**config.mk**
```make
export PLATFORM = sky130hd
export DESIGN_NAME = gear_shift_request_queue_flat
export DESIGN_NICKNAME = d
export VERILOG_FILES = /design/src/rtl/gsrq_pkg.sv /design/src/rtl/gsrq_item_if.sv /design/src/rtl/gsrq_result_if.sv /design/src/rtl/gsrq_in_stage.sv /design/src/rtl/gsrq_core.sv /design/src/rtl/gear_shift_request_queue.sv /design/src/flat_wrapper.sv
export SDC_FILE = /design/constraint.sdc
export NUM_CORES = 1
export LEC_CHECK = 0
export BUFFER_PORTS_ARGS = -buffer_cell sky130_fd_sc_hd__buf_4
export CAP_MARGIN = 15
export CORE_UTILIZATION = 40
export CTS_CLUSTER_SIZE = 40
export DETAILED_ROUTE_END_ITERATION = 8
export HOLD_SLACK_MARGIN = 0.15
export SYNTH_ARGS = -nofsm -noshare
export SYNTH_HDL_FRONTEND = slang
export SYNTH_SLANG_ARGS = --single-unit
export TNS_END_PERCENT = 10
```
**constraint.sdc**
```tcl
create_clock -name clk_i -period 2.61 [get_ports clk_i]
set_input_delay 0.1305 -clock clk_i [delete_from_list [all_inputs] [get_ports clk_i]]
set_output_delay 0.1305 -clock clk_i [all_outputs]
set_load 0.1 [all_outputs]
```
**src/rtl/gsrq_pkg.sv**
```systemverilog
`default_nettype none

package gsrq_pkg;

  typedef enum logic [2:0] {
    ACT_TICK   = 3'd0,
    ACT_UP     = 3'd1,
    ACT_DOWN   = 3'd2,
    ACT_DONE   = 3'd3,
    ACT_CANCEL = 3'd4
  } action_e;

  typedef enum logic [1:0] {
    KIND_UP      = 2'd0,
    KIND_DOWN    = 2'd1,
    KIND_NEUTRAL = 2'd2
  } kind_e;

  typedef enum logic [1:0] {
    DIR_UP   = 2'd0,
    DIR_DOWN = 2'd1,
    DIR_NONE = 2'd2
  } dir_e;

  localparam logic [2:0]  GEAR_NEUTRAL  = 3'd0;
  localparam logic [2:0]  GEAR_FIRST    = 3'd1;
  localparam logic [2:0]  GEAR_SECOND   = 3'd2;
  localparam logic [2:0]  GEAR_FAILED   = 3'd7;
  localparam int unsigned TOP_GEAR      = 6;
  localparam logic [15:0] LOCKOUT_RESET = 16'd50;
  localparam logic [15:0] TICKS_MAX     = 16'hFFFF;

  typedef struct packed {
    logic [2:0] action;
    logic       neutral_held;
    logic [2:0] gear_code;
    logic [1:0] shift_kind;
  } item_t;

  typedef struct packed {
    logic [3:0] up_queued;
    logic [3:0] down_queued;
    logic       neutral_queued;
    logic [1:0] failsafe_direction;
    logic       lockout_error;
    logic       queue_report;
  } result_t;

endpackage

`default_nettype wire

```
**src/rtl/gsrq_item_if.sv**
```systemverilog
`default_nettype none

interface gsrq_item_if;
  logic       valid;
  logic       ready;
  logic [2:0] action;
  logic       neutral_held;
  logic [2:0] gear_code;
  logic [1:0] shift_kind;

  modport source (output valid, output action, output neutral_held, output gear_code,
                  output shift_kind, input ready);
  modport sink   (input valid, input action, input neutral_held, input gear_code,
                  input shift_kind, output ready);
endinterface

`default_nettype wire

```
**src/rtl/gsrq_result_if.sv**
```systemverilog
`default_nettype none

interface gsrq_result_if;
  logic       valid;
  logic       ready;
  logic [3:0] up_queued;
  logic [3:0] down_queued;
  logic       neutral_queued;
  logic [1:0] failsafe_direction;
  logic       lockout_error;
  logic       queue_report;

  modport source (output valid, output up_queued, output down_queued,
                  output neutral_queued, output failsafe_direction,
                  output lockout_error, output queue_report, input ready);
  modport sink   (input valid, input up_queued, input down_queued,
                  input neutral_queued, input failsafe_direction,
                  input lockout_error, input queue_report, output ready);
endinterface

`default_nettype wire

```
**src/rtl/gsrq_in_stage.sv**
```systemverilog
`default_nettype none

module gsrq_in_stage (
  input  wire logic          clk_i,
  input  wire logic          rst_ni,
  gsrq_item_if.sink          req,
  input  wire logic          advance_i,
  output gsrq_pkg::item_t    item_o,
  output logic               valid_o
);
  import gsrq_pkg::*;

  logic  valid_q;
  item_t item_q;

  assign req.ready = advance_i || !valid_q;
  assign item_o    = item_q;
  assign valid_o   = valid_q;

  always_ff @(posedge clk_i or negedge rst_ni) begin
    if (!rst_ni) begin
      valid_q <= 1'b0;
    end else if (req.ready) begin
      valid_q <= req.valid;
    end
  end

  // capture beat
  always_ff @(posedge clk_i) begin
    if (req.valid && req.ready) begin
      item_q.action       <= req.action;
      item_q.neutral_held <= req.neutral_held;
      item_q.gear_code    <= req.gear_code;
      item_q.shift_kind   <= req.shift_kind;
    end
  end

endmodule

`default_nettype wire

```
**src/rtl/gsrq_core.sv**
```systemverilog
`default_nettype none

module gsrq_core #(
  parameter int unsigned MAX_QUEUE = 15
) (
  input  wire logic             clk_i,
  input  wire logic             rst_ni,
  input  wire logic             fire_i,
  input  wire gsrq_pkg::item_t  item_i,
  input  wire logic             cfg_we_i,
  input  wire logic [15:0]      cfg_data_i,
  output gsrq_pkg::result_t     res_o
);
  import gsrq_pkg::*;

  localparam int unsigned CountW = $clog2(MAX_QUEUE + 1);
  localparam int unsigned SumW   = CountW + 1;
  localparam logic [CountW-1:0] MaxQ = CountW'(MAX_QUEUE);

  logic [15:0]       lockout_q;
  logic [15:0]       ticks_q, ticks_d;
  logic [CountW-1:0] up_q, up_d;
  logic [CountW-1:0] down_q, down_d;
  logic              npend_q, npend_d;
  dir_e              dir_q, dir_d;
  logic              lock_err, report;
  logic              up_room, down_room;
  logic              gear_low;

  assign up_room   = (SumW'(up_q) + SumW'(item_i.gear_code)) < SumW'(TOP_GEAR);
  assign down_room = (SumW'(down_q) + SumW'(1)) < SumW'(item_i.gear_code);
  assign gear_low  = item_i.gear_code inside {[GEAR_FIRST:GEAR_SECOND]};

  always_comb begin
    ticks_d  = ticks_q;
    up_d     = up_q;
    down_d   = down_q;
    npend_d  = npend_q;
    dir_d    = dir_q;
    lock_err = 1'b0;
    report   = 1'b0;
    case (action_e'(item_i.action))
      ACT_TICK: begin
        if (ticks_q != TICKS_MAX) ticks_d = ticks_q + 16'd1;
      end
      ACT_UP: begin
        if (!npend_q) begin
          if (ticks_q < lockout_q) begin
            lock_err = 1'b1;
          end else if (item_i.neutral_held) begin
            report  = 1'b1;
            ticks_d = '0;
            if (item_i.gear_code == GEAR_NEUTRAL) begin
              down_d = CountW'(1); up_d = '0; npend_d = 1'b0;
            end else if (gear_low) begin
              npend_d = 1'b1; up_d = '0; down_d = '0;
            end else if (item_i.gear_code == GEAR_FAILED) begin
              npend_d = 1'b1; up_d = '0; down_d = '0; dir_d = DIR_UP;
            end else begin
              down_d = CountW'(1);
            end
          end else if (item_i.gear_code == GEAR_NEUTRAL) begin
            report = 1'b1; ticks_d = '0;
            up_d = CountW'(1); down_d = '0; npend_d = 1'b0;
          end else if (down_q != '0 || npend_q) begin
            report = 1'b1;
            up_d = '0; down_d = '0; npend_d = 1'b0;
          end else if (item_i.gear_code == GEAR_FAILED || up_room) begin
            report  = 1'b1;
            ticks_d = '0;
            up_d    = (up_q < MaxQ) ? up_q + CountW'(1) : MaxQ;
          end
        end
      end
      ACT_DOWN: begin
        if (!npend_q) begin
          if (ticks_q < lockout_q) begin
            lock_err = 1'b1;
          end else if (item_i.neutral_held) begin
            report  = 1'b1;
            ticks_d = '0;
            if (item_i.gear_code == GEAR_NEUTRAL) begin
              npend_d = 1'b0;
            end else if (gear_low) begin
              npend_d = 1'b1; up_d = '0; down_d = '0;
            end else if (item_i.gear_code == GEAR_FAILED) begin
              npend_d = 1'b1; up_d = '0; down_d = '0; dir_d = DIR_DOWN;
            end else begin
              down_d = CountW'(1); up_d = '0; npend_d = 1'b0;
            end
          end else if (up_q != '0 || npend_q) begin
            report = 1'b1;
            up_d = '0; down_d = '0; npend_d = 1'b0;
          end else if (item_i.gear_code == GEAR_FAILED ||
                       item_i.gear_code == GEAR_NEUTRAL || down_room) begin
            report  = 1'b1;
            ticks_d = '0;
            down_d  = (down_q < MaxQ) ? down_q + CountW'(1) : MaxQ;
          end
        end
      end
      ACT_DONE: begin
        case (kind_e'(item_i.shift_kind))
          KIND_UP: begin
            report = 1'b1;
            if (up_q != '0) up_d = up_q - CountW'(1);
          end
          KIND_DOWN: begin
            report = 1'b1;
            if (down_q != '0) down_d = down_q - CountW'(1);
          end
          KIND_NEUTRAL: begin
            report = 1'b1; npend_d = 1'b0;
          end
          default: ;
        endcase
      end
      ACT_CANCEL: begin
        case (kind_e'(item_i.shift_kind))
          KIND_UP:      begin report = 1'b1; up_d = '0;      end
          KIND_DOWN:    begin report = 1'b1; down_d = '0;    end
          KIND_NEUTRAL: begin report = 1'b1; npend_d = 1'b0; end
          default: ;
        endcase
      end
      default: ;
    endcase
  end

  assign res_o.up_queued          = 4'(up_d);
  assign res_o.down_queued        = 4'(down_d);
  assign res_o.neutral_queued     = npend_d;
  assign res_o.failsafe_direction = dir_d;
  assign res_o.lockout_error      = lock_err;
  assign res_o.queue_report       = report;

  always_ff @(posedge clk_i or negedge rst_ni) begin
    if (!rst_ni) begin
      lockout_q <= LOCKOUT_RESET;
      ticks_q   <= '0;
      up_q      <= '0;
      down_q    <= '0;
      npend_q   <= 1'b0;
      dir_q     <= DIR_NONE;
    end else begin
      if (cfg_we_i) lockout_q <= cfg_data_i;
      if (fire_i) begin
        ticks_q <= ticks_d;
        up_q    <= up_d;
        down_q  <= down_d;
        npend_q <= npend_d;
        dir_q   <= dir_d;
      end
    end
  end

  a_up_bound : assert property (@(posedge clk_i) disable iff (!rst_ni)
    up_q <= MaxQ && down_q <= MaxQ)
    else $error("queue count above bound");

  a_neutral_clears : assert property (@(posedge clk_i) disable iff (!rst_ni)
    npend_q |-> (up_q == '0 && down_q == '0))
    else $error("neutral pending with shifts queued");

  a_hold_idle : assert property (@(posedge clk_i) disable iff (!rst_ni)
    !fire_i |=> ($stable(up_q) && $stable(down_q) && $stable(npend_q) &&
                 $stable(ticks_q) && $stable(dir_q)))
    else $error("state moved without a beat");

  a_flags_exclusive : assert property (@(posedge clk_i) disable iff (!rst_ni)
    !(lock_err && report))
    else $error("lockout error with report");

endmodule

`default_nettype wire

```
**src/rtl/gear_shift_request_queue.sv**
```systemverilog
// Gear shift request queue. Takes one beat per clock on req (tick, paddle
// press, shift done or shift cancelled) while rsp is not stalled and returns
// one beat on rsp per accepted beat, in order, via the input register and
// the queue update logic into the result register. A stalled rsp holds the
// result register; the input register takes at most one more beat. The
// lockout window (cfg_data_i, written with cfg_we_i; the user must write it
// only while idle, the block does not enforce this) resets to 50 ticks;
// queue counts saturate at MAX_QUEUE and rsp carries their low four bits.
`default_nettype none

module gear_shift_request_queue #(
  parameter int unsigned MAX_QUEUE = 15
) (
  input  wire logic        clk_i,
  input  wire logic        rst_ni,
  gsrq_item_if.sink        req,
  gsrq_result_if.source    rsp,
  input  wire logic        cfg_we_i,
  input  wire logic [15:0] cfg_data_i
);
  import gsrq_pkg::*;

  item_t   item;
  logic    item_valid;
  logic    advance;
  logic    fire;
  result_t res;
  result_t rsp_q;
  logic    rsp_valid_q;

  assign advance = !rsp_valid_q || rsp.ready;
  assign fire    = item_valid && advance;

  gsrq_in_stage u_in_stage (
    .clk_i     (clk_i),
    .rst_ni    (rst_ni),
    .req       (req),
    .advance_i (advance),
    .item_o    (item),
    .valid_o   (item_valid)
  );

  gsrq_core #(
    .MAX_QUEUE (MAX_QUEUE)
  ) u_core (
    .clk_i      (clk_i),
    .rst_ni     (rst_ni),
    .fire_i     (fire),
    .item_i     (item),
    .cfg_we_i   (cfg_we_i),
    .cfg_data_i (cfg_data_i),
    .res_o      (res)
  );

  always_ff @(posedge clk_i or negedge rst_ni) begin
    if (!rst_ni) begin
      rsp_valid_q <= 1'b0;
    end else if (advance) begin
      rsp_valid_q <= item_valid;
    end
  end

  always_ff @(posedge clk_i) begin
    if (fire) begin
      rsp_q <= res;
    end
  end

  assign rsp.valid              = rsp_valid_q;
  assign rsp.up_queued          = rsp_q.up_queued;
  assign rsp.down_queued        = rsp_q.down_queued;
  assign rsp.neutral_queued     = rsp_q.neutral_queued;
  assign rsp.failsafe_direction = rsp_q.failsafe_direction;
  assign rsp.lockout_error      = rsp_q.lockout_error;
  assign rsp.queue_report       = rsp_q.queue_report;

endmodule

`default_nettype wire

```
**src/flat_wrapper.sv**
```systemverilog
// flat-port wrapper written by rule: the top's interface ports become plain ports
module gear_shift_request_queue_flat import gsrq_pkg::*;
#(
  parameter int unsigned MAX_QUEUE = 15
)
  (clk_i, rst_ni, cfg_we_i, cfg_data_i, req_valid, req_action, req_neutral_held, req_gear_code, req_shift_kind, req_ready, rsp_valid, rsp_up_queued, rsp_down_queued, rsp_neutral_queued, rsp_failsafe_direction, rsp_lockout_error, rsp_queue_report, rsp_ready);
  gsrq_item_if req_i ();
  gsrq_result_if rsp_i ();
  input  wire logic clk_i;
  input  wire logic rst_ni;
  input  wire logic cfg_we_i;
  input  wire logic [15:0] cfg_data_i;
  input wire logic [$bits(req_i.valid)-1:0] req_valid;
  input wire logic [$bits(req_i.action)-1:0] req_action;
  input wire logic [$bits(req_i.neutral_held)-1:0] req_neutral_held;
  input wire logic [$bits(req_i.gear_code)-1:0] req_gear_code;
  input wire logic [$bits(req_i.shift_kind)-1:0] req_shift_kind;
  output wire logic [$bits(req_i.ready)-1:0] req_ready;
  output wire logic [$bits(rsp_i.valid)-1:0] rsp_valid;
  output wire logic [$bits(rsp_i.up_queued)-1:0] rsp_up_queued;
  output wire logic [$bits(rsp_i.down_queued)-1:0] rsp_down_queued;
  output wire logic [$bits(rsp_i.neutral_queued)-1:0] rsp_neutral_queued;
  output wire logic [$bits(rsp_i.failsafe_direction)-1:0] rsp_failsafe_direction;
  output wire logic [$bits(rsp_i.lockout_error)-1:0] rsp_lockout_error;
  output wire logic [$bits(rsp_i.queue_report)-1:0] rsp_queue_report;
  input wire logic [$bits(rsp_i.ready)-1:0] rsp_ready;
  assign req_i.valid = req_valid;
  assign req_i.action = req_action;
  assign req_i.neutral_held = req_neutral_held;
  assign req_i.gear_code = req_gear_code;
  assign req_i.shift_kind = req_shift_kind;
  assign req_ready = req_i.ready;
  assign rsp_valid = rsp_i.valid;
  assign rsp_up_queued = rsp_i.up_queued;
  assign rsp_down_queued = rsp_i.down_queued;
  assign rsp_neutral_queued = rsp_i.neutral_queued;
  assign rsp_failsafe_direction = rsp_i.failsafe_direction;
  assign rsp_lockout_error = rsp_i.lockout_error;
  assign rsp_queue_report = rsp_i.queue_report;
  assign rsp_i.ready = rsp_ready;
  gear_shift_request_queue #(.MAX_QUEUE(MAX_QUEUE)) u_core (.clk_i(clk_i), .rst_ni(rst_ni), .req(req_i), .rsp(rsp_i), .cfg_we_i(cfg_we_i), .cfg_data_i(cfg_data_i));
endmodule
```
# Word-level counts from Yosys, hierarchy flattened
# Index checks and enable logic that the tools add are counted.
# Widths: inputs -> output; s select.
[totals]
ff_bits = 67
inputBits = 30
out_inout_bits = 15
wordCells = 159
[classes]
add_sub_neg = 7
n_lt_le_gt_ge = 7
eq_ne = 17
muxes = 86
bitwise = 1
reduce_logical = 23
[ops]
columns = ["operator", "n"]
rows = [
  ["$mux 16", 12],
  ["$mux 4", 33],
  ["$pmux 16 s3", 1],
  ["$pmux 4 s4", 2],
  ["$mux 2", 12],
  ["$mux 1", 23],
  ["$add 16x1->16 const B", 1],
  ["$lt 16x16->1", 1],
  ["$ne 16x16->1 const B", 1],
  ["$reduce_and 11->1", 1],
  ["$ne 2x2->1 const B", 5],
  ["$add 4x1->4 const B", 2],
  ["$lt 4x4->1 const B", 2],
  ["$ne 4x3->1 const B", 2],
  ["$reduce_bool 4->1", 2],
  ["$sub 4x1->4 const B", 2],
  ["$logic_or 1x1->1", 7],
  ["$eq 3x2->1 const B", 2],
  ["$eq 3x3->1 const B", 2],
  ["$logic_not 3->1", 2],
  ["$ne 3x2->1 const B", 2],
  ["$reduce_or 2->1", 3],
  ["$add 4x1->5 const B", 1],
  ["$add 4x3->5", 1],
  ["other kinds (16)", 19],
]

# Longest topological paths before layout
# Gate-level depths: netlist of the first run.
[logic_depth]
ltp_word = 10
mapped_depth = 12
mapped_depth_nobuf = 10

# Cells and area by module
# From an unflattened synthesis of the first run, not the netlist that was laid out.
[hier_totals]
hier_cells = 491
hier_area_um2 = 4444.3
[modules_own_cells]
columns = ["module", "instances", "cells_per_inst", "area_per_inst_um2", "seq_area_each_um2"]
rows = [
  ["gsrq_core", 1, 461, 3676.0, 1081.0],
  ["gear_shift_request_queue", 1, 17, 444.2, 415.4],
  ["gsrq_in_stage", 1, 13, 324.1, 295.3],
]

# Worst setup path after synthesis of the first run
# OpenSTA, ideal clock, no wires.
[synth_timing]
path_kind = "flip-flop to flip-flop"
startpoint = "register u_core.u_core.ticks_q[8]"
endpoint = "register u_core.rsp_q, in the netlist u_core.rsp.up_queued[3], data pin"
setup_ps = 273
arrival_ps = 2592
slack_ps = -255
path_stages_with_launch = 10
n_path_buf = 1
cell_sequence = "dfrtp_1 -> ha_1 -> nand4_1 -> or4_1 -> o32a_1 -> a21o_1 -> buf_6 -> a221o_1 -> a221oi_2 -> o21ai_1"
[synth_rtl]
columns = ["element", "line_no", "source"]
rows = [
  ["start, declared", "gsrq_core.sv:21", "logic [15:0] ticks_q, ticks_d;"],
  ["start signal, assigned", "gsrq_core.sv:148", "ticks_q <= ticks_d;"],
  ["end signal, assigned", "gear_shift_request_queue.sv:65", "rsp_q <= res;"],
  ["end, declared", "gear_shift_request_queue.sv:28", "result_t rsp_q;"],
]

==> results.md, run 1 <==
- WP data required: 2700 ps
- GR met3 Demand/Resource: 0.0404
- Final min period: 2950 ps
- Share of the synthesized area in the top cell type: 0.228
- Setup CP Type: reg -> reg
- Syn avg cell area: 8.84 um^2
- Clock Sinks: 67
- Final setup TNS: -4770 ps
- Seq/Total Area, Yosys: 0.399
- Gpl congestion: 0.929
- Critical path launch point type: register
- Residual DRC: 0
- Synth area leaders: dfrtp_1 23%, edfxtp_1 15%, ha_1 6.7%, nand2_1 6.0%, o21ai_0 3.5%
- Failing checks: negative setup slack
- Final setup vio count: 27
- GRT Overall Usage: 0.245
- Flops & latches, synth: 67
- Detail Route Antenna Nets: 0
- Largest family of logic cells by synthesized area: compound AO/OA/AOI/OAI gates
- Final setup margin: -343 ps
- Leading cell type in the layout, fill and taps excluded: buf_4
- Clock tree buffer depth: 2
- Power density over the cells: 676 nW/um^2
- Grt total ovfl: 0
- DRT Wirelength: 13500 um
- Post-DR wirelength/cell: 16.6 um
- CTS Buf Count: 9
- Inst Count DP: 755
- Max Cap Viol: 0
- Worst Max-Slew Pin Slew: between 600 and 700 ps
- Initial DRC count: 240
- Post-Syn Instances: 508
- Met2 usage: 0.427
- Post-synthesis mux area share: 0.0164
- Clock root cell: clkbuf_8
- Netlist cell types: 77
- Reg area: 1790 um^2
- Final worst path period share: 1.13
- Slew headroom: 0.588
- Worst hold path class: in -> reg
- YS warnings: 0
- Largest area contributor in the netlist: dfrtp_1
- Met1 Resource Use GR: 0.301
- Clock transition at the registers of the reported paths: roughly 70 ps
- Fin util: 0.572
- Most frequent cells in the layout: 137 x buf_4, 70 x nand2_1, 40 x dfrtp_1
- Vias in the first global route: 4575
- Vias: 4510
- Starting density of the core: 0.413
- Critical path arrival: 3050 ps
- Multi-input gate area: between 2000 and 3000 um^2
- Fmax: 339 MHz
- Post-DP HPWL: 9690 um
- Later-pin clock latency in the skew report: approximately 360 ps
- Slowest library cell on the worst path: or4_1
- Fin. Hold Viols: 0
- Boundary Pins: between 40 and 50
- First-pass GRT wire length: roughly 22000 um
- Port bufs: 44
- TritonCTS clock tree: yes
- Crit Path Max Fanout: 5
- Outcome: complete, but fails checks
- Design area: 6230 um^2
- # diodes: 0
- Critical path endpoint category: register
- Pin count of the biggest net entering global routing: between 40 and 50
- Synth Area in Simple Gates: 0.221
- Post-Synth XOR/XNOR Area: 0.0117
- Initial antenna violation count: 0
- Cell Area, Placed: 5550 um^2
- FP Rows: 38
- Design Power: 4.21 mW
- Critical path cell sequence: ha_1, nand4_1, or4_1, o32a_1, buf_6, a21o_4, a221o_1, a221oi_2, o21ai_1
- Syn nets: 563
- Die X: roughly 110 um
- Layout cells sized above 1: 0.274
- Die height: around 110 um
- Clock skew: 12.9 ps
- Layout area overhead: 38.7%
- Worst path max stage delay: about 520 ps
- Worst vdd ir: 0.000341 V
- Post-synth EDFFs: 22
- Die ar.: 11700 um^2
- Most used DFF post-synth: dfrtp_1
- Top Usage Layer GRT: met2
- Area of the core: 10900 um^2
- DRT Pass-1 Iters: 5
- Vias per cell: 5.55
- Leak: around 2.8 nW
- Non-Filler Instances: 812
- Post-Synth Adder-Cell Area: 0.0713
- Filler instances: 996
- Unrepaired setup endpoints after global routing: true
- Ys async rst share: 0.672
- # H-tree levels: 3
- Mapped Area: 4490 um^2
- Max-slew violations: 0
- Final #Nets: between 700 and 800
- Synth Area in Compound Gates: 0.232
## cells by family (layout without fill, tap and decap cells)
group,count (synthesis),after routing
compound gates,148,149
xor+xnor,6,6
fa+ha+maj,25,25
buf+inv,54,217
flops,67,67
mux,7,7
simple gates,201,201
## final timing paths
path                                                          end                                  start  depth (start not counted)  slack, ps
max                             u_core.rsp.up_queued[3]$_DFFE_PP_  u_core.u_core.ticks_q[14]$_DFFE_PN0P_                          9       -340
max reg2reg                     u_core.rsp.up_queued[3]$_DFFE_PP_  u_core.u_core.ticks_q[14]$_DFFE_PN0P_                          9       -340
min                        u_core.u_core.lockout_q[5]$_DFFE_PN1P_                               cfg_we_i                          2        150
min in group asynchronous     u_core.u_core.down_q[1]$_DFFE_PN0P_                                 rst_ni                          2        330
min reg2reg                          u_core.rsp.valid$_DFFE_PN0P_  u_core.u_in_stage.valid_o$_DFFE_PN0N_                          1        500
max in group asynchronous            u_core.rsp.valid$_DFFE_PN0P_                                 rst_ni                          2       1810
## repair_timing
action,4_1_cts,5_1_grt
setup endpoints to repair,28,39
resized for setup,11,9
cloned,1,0
pin swaps,7,3
endpoints found under the hold margin,68,0
hold buffers,33,0
buffers inserted,5,2
## layer usage
layer | up-vias | share of wire
met5 | - | 0
met4 | 0 | 0.025
met2 | 118 | 0.50
met3 | 27 | 0.047
met1 | 2147 | 0.43
li1 | 2218 | -
## worst max-delay path, delay by kind of cell (launching register included)
family                   cells  cell delay (ps)
AO/OA/AOI/OAI                5             1220
AND/OR/NAND/NOR              2              640
flip-flops                   1              390
adder cells (fa/ha/maj)      1              320
buffers and inverters        1              130
## layout make-up
type	count	share of cell area
multi-input cells	388	0.415
flip-flops and latches	67	0.288
repair buffers	173	0.223
well taps	140	0.0281
clock buffers	12	0.0251
inverters	28	0.0169
clock inverters	4	0.00361
## Yosys cell counts (all sizes together) (4+ instances only)
library cell and n:
nand2 72, dfrtp 41, o21ai 35, nor2 34, inv 28, ha 24
edfxtp 22, a21oi 21, nand3 21, clkbuf 20, a31oi 14, nor4 14
and3 10, nor3 10, a21o 9, nand2b 8, and2 6, buf 6
o211ai 6, o21a 5, a211o 4, a211oi 4, a31o 4, dfstp 4
mux2i 4, nand3b 4, or4 4
## registers in the layout, summed over array words and instances (netlist names), 2 cells and up
register	count
u_core.u_in_stage.item_o	9
u_core.u_core.down_q	4
u_core.u_core.up_q	4
u_core.rsp.up_queued	4
u_core.u_core.ticks_q	16
u_core.u_core.dir_q	2
u_core.u_core.lockout_q	16
u_core.rsp.failsafe_direction	2
u_core.rsp.down_queued	4
## stage by stage
step           hold slack [ps]  setup WS, ps
6_report                   148          -343
5_1_grt                    181          -470
4_1_cts                    151          -358
3_5_place_dp               191          -474
3_3_place_gp               193          -403
2_1_floorplan             -165          -255
## power by group
group	total (mW)	switching, mW	internal (mW)
Combinational	2.02	1.14	0.877
Clock	0.809	0.408	0.401
Sequential	1.38	0.135	1.25
Total	4.21	1.68	2.53
Power figures use the tool's default switching activity.
==> run 2: changes to the inputs <==
--- a/config.mk
+++ b/config.mk
@@ -10,7 +10,9 @@
 export CORE_UTILIZATION = 40
 export CTS_CLUSTER_SIZE = 40
 export DETAILED_ROUTE_END_ITERATION = 8
+export GPL_TIMING_DRIVEN = 0
 export HOLD_SLACK_MARGIN = 0.15
+export REMOVE_ABC_BUFFERS = 1
 export SYNTH_ARGS = -nofsm -noshare
 export SYNTH_HDL_FRONTEND = slang
 export SYNTH_SLANG_ARGS = --single-unit
==> results.md, run 2 (synthesis gave the netlist of run 1 again) <==
- Outcome: complete, but fails checks
- Failing checks: negative setup slack
- Clock transition at the registers of the reported paths: 80 ps
- TritonCTS clock tree: yes
- # diodes: 0
- Grt total ovfl: 0
- Layout cells sized above 1: 0.283
- Vias: 4513
- Leak: around 2.6 nW
- Crit Path Max Fanout: 5
- Slew headroom: 0.400
- Worst Path Buf+Inv: 1
- Critical path cell sequence: ha_4, nand4_1, or4_4, o32a_4, a21o_4, buf_4, nor3_2, mux2i_1, nand2_1
- Filler instances: 967
- Layout area overhead: 39.7%
- Fin. Hold Viols: 0
- Residual DRC: 0
- Detail Route Antenna Nets: 0
- Clock skew: 14.4 ps
- Fmax: 333 MHz
- Die X: about 110 um
- Most frequent cells in the layout: 73 x buf_4, 60 x nand2_1, 42 x dlygate4sd3_1
- CTS Buf Count: 9
- Die ar.: 11700 um^2
- Critical path endpoint category: register
- DRT Pass-1 Iters: 5
- Worst Max-Slew Pin Slew: 897 ps
- R2R depth: 9
- Unrepaired setup endpoints after global routing: true
- Initial DRC count: approximately 350
- Clock Sinks: 67
- Boundary Pins: 45
- Final setup vio count: 38
- Final setup margin: -389 ps
- Worst vdd ir: 0.000324 V
- Vias per cell: 5.89
- Post-DP HPWL: 8380 um
- GRT Overall Usage: 0.242
- Worst hold path class: in -> reg
- # H-tree levels: 3
- Critical path launch point type: register
- Worst path max stage delay: 560 ps
- Area of the core: 10900 um^2
- Gpl congestion: 0.886
- Setup CP Type: reg -> reg
- Slowest library cell on the worst path: or4_4
- Critical path depth: 9
- Final setup TNS: -6970 ps
- Clock root cell: clkbuf_8
- Max-slew violations: 0
- FP Rows: 38
- Final worst path period share: 1.15
- Power density over the cells: 700 nW/um^2
- DRT Wirelength: around 14000 um
- Starting density of the core: 0.413
- Design Power: 4.39 mW
- Later-pin clock latency in the skew report: 370 ps
- Critical path arrival: 3100 ps
- Pin count of the biggest net entering global routing: 46
- Kind of cell adding the most delay to the critical path: simple AND/OR/NAND/NOR gates
- Clock tree buffer depth: 2
- First-pass GRT wire length: roughly 22000 um
- Max Cap Viol: 0
- Port bufs: 44
- Post-DR wirelength/cell: between 15 and 20 um
- Leading cell type in the layout, fill and taps excluded: buf_4
- Initial antenna violation count: 0
- WHS Path Cells: 3
- WP data required: 2710 ps
- Final min period: 3000 ps
- Final #Nets: 676
- Die height: 108 um
- Vias in the first global route: about 4200
run 2: cell types whose count changed in the layout (fill, tap and decap cells not counted), sizes merged:
cell         change
buf             -55
clkbuf           +1
dlygate4sd3      +9
inv              -1
run 2: final timing paths:
kind / from / endpoint / slack [ps]
min in group asynchronous: rst_ni / u_core.u_core.ticks_q[2]$_DFFE_PN0P_ / 320
worst min register to register: u_core.u_in_stage.valid_o$_DFFE_PN0N_ / u_core.rsp.valid$_DFFE_PN0P_ / 490
worst max register to register: u_core.u_core.ticks_q[12]$_DFFE_PN0P_ / u_core.rsp.failsafe_direction[0]$_DFFE_PP_ / -390
max in group asynchronous: rst_ni / u_core.u_core.ticks_q[8]$_DFFE_PN0P_ / 1830
worst min-delay path: cfg_we_i / u_core.u_core.lockout_q[3]$_DFFE_PN0P_ / 160
worst max-delay path: u_core.u_core.ticks_q[12]$_DFFE_PN0P_ / u_core.rsp.failsafe_direction[0]$_DFFE_PP_ / -390
run 2: power by group:
| part | leakage (nW) | switching [mW] | internal [mW] |
|---|---|---|---|
| registers | 0.725 | 0.238 | 1.25 |
| clock network | 0.0931 | 0.432 | 0.405 |
| logic | 1.79 | 1.17 | 0.894 |
| total | 2.61 | 1.84 | 2.55 |
run 2: cell type report:
class,instances,area (um^2),share of cell area
well taps,140,175,0.0279
clock buffers,13,160,0.0255
clock inverters,3,20.0,0.00319
inverters,28,108,0.0171
flip-flops and latches,67,1800,0.287
multi-input cells,388,2900,0.462
repair buffers,127,1110,0.177
run 2: metal layers:
metal  wire length [um]  global-route usage
met1               6250               0.340
met3                792              0.0428
met2               6020               0.359
met5                  0                   0
met4                442               0.115
run 2: worst register-to-register path, delay by kind of cell (launching register included):
kind,cells,cell delay [ps]
AO/OA/AOI/OAI,2,600
adder cells (fa/ha/maj),1,290
buffers and inverters,1,170
flip-flops,1,430
multiplexers,1,230
AND/OR/NAND/NOR,4,1020
run 2: per-stage QoR:
| step | cells | setup slack (ps) | hold WS (ps) | cell area [um^2] | util |
|---|---|---|---|---|---|
| floorplan | 482 | -288 | -165 | 4380 | - |
| global placement | 666 | -1000 | 187 | 4880 | 0.449 |
| detailed placement | 666 | -1040 | 196 | 4880 | 0.449 |
| CTS | 759 | -389 | 150 | 5990 | 0.550 |
| global route | 766 | -451 | 182 | 6270 | 0.576 |
| finish | 766 | -389 | 165 | 6270 | 0.576 |
run 2: what timing repair did:
action                                  4_1_cts  5_1_grt
cloned                                        3        0
endpoints found under the setup margin       39       39
hold endpoints to repair                     68        0
pin swaps                                    26       21
hold buffers                                 42        0
gates resized for setup                      56       47
setup buffers                                32        6
